==> src/rtl/core/pip_pkg.sv <==
// ----------------------------------------------------------------------------
// pip_pkg
// shared types and codes for the point-in-polygon test block
// ----------------------------------------------------------------------------
package pip_pkg;

    localparam int COORD_W = 16;
    localparam int COUNT_W = 7;

    // request codes carried by req_type
    localparam logic REQ_LOAD  = 1'b0;
    localparam logic REQ_QUERY = 1'b1;

    // one table entry: x in the low half, y in the high half
    typedef struct packed {
        logic signed [COORD_W-1:0] y;
        logic signed [COORD_W-1:0] x;
    } vertex_t;

    // edge handed to the edge unit
    typedef struct packed {
        logic valid;
        logic last;
    } edge_ctl_t;

    // verdict coming back from the edge unit
    typedef struct packed {
        logic valid;
        logic last;
        logic hit;
    } hit_t;

    typedef enum logic [1:0] {
        ST_IDLE,
        ST_WALK,
        ST_DRAIN,
        ST_DONE
    } state_t;

endpackage

==> src/rtl/core/pip_edge.sv <==
// ----------------------------------------------------------------------------
// pip_edge
// crossing test of one polygon edge against the horizontal ray of a point
// ----------------------------------------------------------------------------
module pip_edge
    import pip_pkg::*;
(
    input  logic                      clk,
    input  logic                      rst_n,
    input  edge_ctl_t                 edge_ctl,
    input  vertex_t                   vert_a,
    input  vertex_t                   vert_b,
    input  logic signed [COORD_W-1:0] px,
    input  logic signed [COORD_W-1:0] py,
    output hit_t                      hit
);

    localparam int DW = COORD_W + 1;
    localparam int PW = 2 * DW;

    logic signed [COORD_W-1:0] ylo;
    logic signed [COORD_W-1:0] yhi;
    logic signed [COORD_W-1:0] xhi;
    logic signed [DW-1:0]      dpx;
    logic signed [DW-1:0]      dpy;
    logic signed [DW-1:0]      dx;
    logic signed [DW-1:0]      dy;
    logic signed [PW-1:0]      lhs;
    logic signed [PW-1:0]      rhs;
    logic                      span;

    logic                      valid_reg;
    logic                      last_reg;
    logic                      span_reg;
    logic                      vert_reg;
    logic                      dypos_reg;
    logic signed [PW-1:0]      lhs_reg;
    logic signed [PW-1:0]      rhs_reg;
    logic                      left_hit;

    always_comb
    begin
        ylo  = (vert_a.y < vert_b.y) ? vert_a.y : vert_b.y;
        yhi  = (vert_a.y > vert_b.y) ? vert_a.y : vert_b.y;
        xhi  = (vert_a.x > vert_b.x) ? vert_a.x : vert_b.x;
        dpx  = DW'(px) - DW'(vert_a.x);
        dpy  = DW'(py) - DW'(vert_a.y);
        dx   = DW'(vert_b.x) - DW'(vert_a.x);
        dy   = DW'(vert_b.y) - DW'(vert_a.y);
        lhs  = PW'(dpx) * PW'(dy);
        rhs  = PW'(dpy) * PW'(dx);
        span = (py > ylo) && (py <= yhi) && (px <= xhi);
    end

    always_ff @(posedge clk or negedge rst_n)
    begin
        if (!rst_n)
        begin
            valid_reg <= 1'b0;
            last_reg  <= 1'b0;
        end
        else
        begin
            valid_reg <= edge_ctl.valid;
            last_reg  <= edge_ctl.valid && edge_ctl.last;
        end
    end

    always_ff @(posedge clk)
    begin
        span_reg  <= span;
        vert_reg  <= (vert_a.x == vert_b.x);
        dypos_reg <= (vert_b.y > vert_a.y);
        lhs_reg   <= lhs;
        rhs_reg   <= rhs;
    end

    // dy sign flips the strict-left comparison
    assign left_hit = vert_reg || (dypos_reg ? (lhs_reg < rhs_reg) : (lhs_reg > rhs_reg));

    assign hit.valid = valid_reg;
    assign hit.last  = last_reg;
    assign hit.hit   = span_reg && left_hit;

endmodule

==> config.mk <==
export PLATFORM = sky130hd
export DESIGN_NAME = pip_edge
export DESIGN_NICKNAME = d
export VERILOG_FILES = /design/src/rtl/core/pip_pkg.sv /design/src/rtl/core/pip_edge.sv
export SDC_FILE = /design/constraint.sdc
export NUM_CORES = 2
export LEC_CHECK = 0
export BUFFER_PORTS_ARGS = -buffer_cell sky130_fd_sc_hd__buf_2
export CAP_MARGIN = 20
export CORE_MARGIN = 2
export CORE_UTILIZATION = 55
export CTS_BUF_LIST = sky130_fd_sc_hd__clkbuf_8
export CTS_CLUSTER_DIAMETER = 40
export DETAILED_ROUTE_END_ITERATION = 6
export HOLD_SLACK_MARGIN = 0.1
export PLACE_DENSITY = 0.84
export RECOVER_POWER = 50
export SYNTH_ARGS = -nofsm -noshare
export SYNTH_HDL_FRONTEND = slang
export SYNTH_SLANG_ARGS = --single-unit
==> constraint.sdc <==
create_clock -name clk -period 2.25 [get_ports clk]
set_clock_uncertainty 0.05 [all_clocks]
set_input_delay 0.1125 -clock clk [delete_from_list [all_inputs] [get_ports clk]]
set_output_delay 0.1125 -clock clk [all_outputs]
set_load 0.01 [all_outputs]
==> flow_summary.json, run 1 <==
{
  "outcome": "did not finish",
  "outcome.stop_stage": "global routing",
  "error": "[ERROR GRT-0232] Routing congestion too high. Check the congestion heatmap in the GUI.",
  "core.rowCount": 83,
  "grt.overflow.total": 12,
  "dpl.hpwl_um": 82900,
  "synth_area_leaders": "fa_1 42%, ha_1 14%, inv_1 9.0%",
  "root_buffer": "clkbuf_8",
  "grt_usage": 0.717,
  "fp.dieW_um": 232,
  "pre_cts_slack_ns": -5.81,
  "synth.distinct_cells": 74,
  "worst-ep-kind": "register input",
  "gp_congestion": 1.02,
  "async_flop_share": 0.0274,
  "initial_core_util": 0.558,
  "yosysSeqAreaShare": 0.0513,
  "synthMostInstantiatedCell": "inv_1",
  "grt_max_degree": 18,
  "synth_fp_nets": 4248,
  "cts_buffers": 9,
  "synth_top_area_frac": 0.416,
  "syn-cell-area_mm2": 0.0287,
  "dieHeight_um": 232,
  "placedCellCount": 4672,
  "synth_edf_count": 0,
  "synthCells": 3236,
  "ys_ff_latch": 73,
  "synthFlopType": "dfxtp_1",
  "crit_endpoint": "lhs_reg[26]$_DFF_P_/D",
  "h-tree-depth": 3,
  "clockBufferDepth": 2,
  "port_buffers": 102,
  "io_pins": 103,
  "yosysWarnings": 0,
  "cts.sinks": 73,
  "synthTopCellsByCount": "691 x inv_1, 596 x fa_1, 316 x ha_1",
  "synth_area_leader_cell": "fa_1",
  "avgSynthCellArea_um2": 8.86,
  "antenna_found_initial": 25
}
==> per-layer routing <==
layer,GRT overflow,global-route usage
met4,7,0.693
met1,0,0.675
met5,0,0.455
met3,0,0.642
met2,5,0.858
==> cell families after synthesis <==
logic type      after synthesis  share of synthesized area
fa+ha+maj                   912                      0.554
flops                        73                     0.0513
xor+xnor                    134                     0.0412
simple gates                928                      0.147
mux                          50                     0.0176
compound gates              375                     0.0872
buf+inv                     764                      0.101
==> through the flow <==
step                      instance area, µm²  TNS [ns]
after CTS                              39200   -248.53
after detailed placement               36600   -292.26
after floorplan                        29900   -230.88
after global placement                 36600   -282.65
==> what timing repair did <==
item	4_1_cts
setup buffers	85
pin swaps	199
cloned	2
hold buffers	4
resized for setup	364
hold endpoints to repair	4
endpoints found under the setup margin	66
==> run 2, diff against run 1 <==
--- a/config.mk
+++ b/config.mk
@@ -8,12 +8,9 @@
 export BUFFER_PORTS_ARGS = -buffer_cell sky130_fd_sc_hd__buf_2
 export CAP_MARGIN = 20
 export CORE_MARGIN = 2
-export CORE_UTILIZATION = 55
-export CTS_BUF_LIST = sky130_fd_sc_hd__clkbuf_8
-export CTS_CLUSTER_DIAMETER = 40
+export CORE_UTILIZATION = 40
 export DETAILED_ROUTE_END_ITERATION = 6
-export HOLD_SLACK_MARGIN = 0.1
-export PLACE_DENSITY = 0.84
+export PLACE_DENSITY_LB_ADDON = 0.15
 export RECOVER_POWER = 50
 export SYNTH_ARGS = -nofsm -noshare
 export SYNTH_HDL_FRONTEND = slang
==> constraint.sdc (replaced) <==
create_clock -name clk -period 2.95 [get_ports clk]
set_clock_uncertainty 0.05 [all_clocks]
set_input_delay 0.1475 -clock clk [delete_from_list [all_inputs] [get_ports clk]]
set_output_delay 0.1475 -clock clk [all_outputs]
set_load 0.01 [all_outputs]
==> run 2 against run 1 <==
  * The flow now finishes, with violations (negative setup slack)
  * Synthesized cell count unchanged
  * Synthesized area did not move
==> flow_summary.json, run 2 <==
{
  "outcome": "complete, but fails checks",
  "failed_checks": "negative setup slack",
  "yosysWarnings": 0,
  "grt_usage": 0.276,
  "clockBufferDepth": 2,
  "crit_slowest_cell": "fa_1",
  "gp_congestion": 0.934,
  "synthTopCellsByCount": "691 x inv_1, 596 x fa_1, 316 x ha_1",
  "fmax_mhz": 135,
  "synthFlopType": "dfxtp_1",
  "setup_tns_ns": -211.91,
  "layout-area-overhead-vs-synth_pct": 43.5,
  "fin_nets": 5207,
  "worst-path-stages": 30,
  "ys_ff_latch": 73,
  "grt.overflow.total": 0,
  "synthMostInstantiatedCell": "inv_1",
  "antenna_found_initial": 18,
  "crit_buf_inv": 6,
  "synth_edf_count": 0,
  "synth_fp_nets": 4248,
  "path_class": "primary input to flop",
  "syn-cell-area_mm2": 0.0287,
  "dpl.hpwl_um": 87100,
  "worstPathMaxFanout": 6,
  "cts_buffers": 9,
  "finalHoldViolations": 0,
  "wire_per_inst_um": 19.3,
  "rsz0062_at_grt": "yes",
  "drc": 0,
  "async_flop_share": 0.0274,
  "pre_cts_slack_ns": -5.26,
  "port_buffers": 102,
  "critical_path_arrival_ns": 7.61,
  "core-area_mm2": 0.0712,
  "drtIter0Drc": 1231,
  "drive_gt1_frac": 0.358,
  "grt_max_degree": 18,
  "tightestPinTransition_ns": 0.737,
  "synth_area_leaders": "fa_1 42%, ha_1 14%, inv_1 9.0%",
  "dieArea_mm2": 0.0738,
  "fp.dieW_um": 272,
  "wl_um": 99600,
  "initial_core_util": 0.402,
  "synth.distinct_cells": 74,
  "cts_tree": "built",
  "dieHeight_um": 272,
  "drv_slew": 0,
  "h-tree-depth": 3,
  "maxSlewHeadroom": 0.502,
  "maxCapViolCount": 0,
  "cp.required_ns": 3.17,
  "critical_path.top_delay_family": "compound AO/OA/AOI/OAI gates",
  "synthCells": 3236,
  "core.rowCount": 98,
  "yosysSeqAreaShare": 0.0513,
  "start_kind": "primary input",
  "grt_pass1_wl_um": 158000,
  "final_cell_mix": "781 x buf_4, 617 x inv_1, 573 x fa_1",
  "utilization": 0.577,
  "cts.sinks": 73,
  "avgSynthCellArea_um2": 8.86,
  "instances_no_fill": 5155,
  "dr.pass1.iters": 5,
  "finalWorstSetupSlack_ns": -4.44,
  "setup_viol": 62,
  "grt_pass1_vias": 28727,
  "period_minus_slack_ns": 7.39,
  "min_path_type": "primary input to async pin",
  "root_buffer": "clkbuf_16",
  "num_vias": 25952,
  "antenna_left": 0,
  "synth_top_area_frac": 0.416,
  "path_clk_slew_ns": 0.07,
  "crit_path_end_kind": "flop",
  "synth_area_leader_cell": "fa_1",
  "routed_via_density": 5.03,
  "cpPeakStageDelay_ns": 0.57,
  "io_pins": 103,
  "placedCellCount": 4995,
  "layout_commonest_cell": "buf_4",
  "period_share": 2.50,
  "cpMostUsedCell": "fa_1"
}
[run 2: cell counts after synthesis]
No cell type changed its count.
[run 2: cell families after synthesis]
kind of cell	synth area share
xor gates and xnor gates	0.0412
AOI/OAI and AO/OA	0.0872
buffers and inverters	0.101
and+or+nand+nor	0.147
adders and majority gates	0.554
muxes	0.0176
DFF	0.0513
[run 2: final cells by class]
type,count,area (µm²)
fill,6296,30100
sequential,73,1470
antenna,5,12.5
clock inverter,6,43.8
inverter,691,2650
multi-input combinational,2399,27100
tap,950,1190
clock buffer,10,229
timing repair buffer,1021,8400
[run 2: routing by layer]
| metal | part of all wire | GRT usage | wire length [µm] |
|---|---|---|---|
| met5 | 0.0019 | 0 | 188 |
| met4 | 0.020 | 0.0454 | 2020 |
| met3 | 0.064 | 0.0495 | 6360 |
| met2 | 0.48 | 0.472 | 47900 |
| met1 | 0.43 | 0.372 | 43100 |
[run 2: worst max-delay path by stage]
stage	endpoint	slack, ns	start
after detailed placement	rhs_reg[33]	-5.26	vert_a[2]
after floorplan	rhs_reg[28]	-4.51	vert_b[3]
after global placement	rhs_reg[33]	-5.19	vert_a[2]
after CTS	lhs_reg[26]	-4.39	px[0]
after global routing	lhs_reg[32]	-4.70	px[0]
final	rhs_reg[28]	-4.44	vert_a[3]
[run 2: stage by stage]
step	area, µm²	hold slack (ns)
after detailed placement	37400	-0.115
after global routing	41100	0.0418
final	41100	0.0474
after floorplan	29900	-0.198
after CTS	40000	0.0352
after global placement	37400	-0.119
[run 2: what timing repair did]
| action | 4_1_cts | 5_1_grt |
|---|---|---|
| pin swaps | 253 | 169 |
| buffers inserted | 114 | 45 |
| endpoints found under the hold margin | 4 | 0 |
| cloned | 0 | 0 |
| hold buffers | 3 | 0 |
| setup endpoints to repair | 63 | 64 |
| resized for setup | 330 | 208 |
Power of run 2 is not shown: default switching activity piles up to over one toggle a cycle in this logic, so the estimate is an artifact.
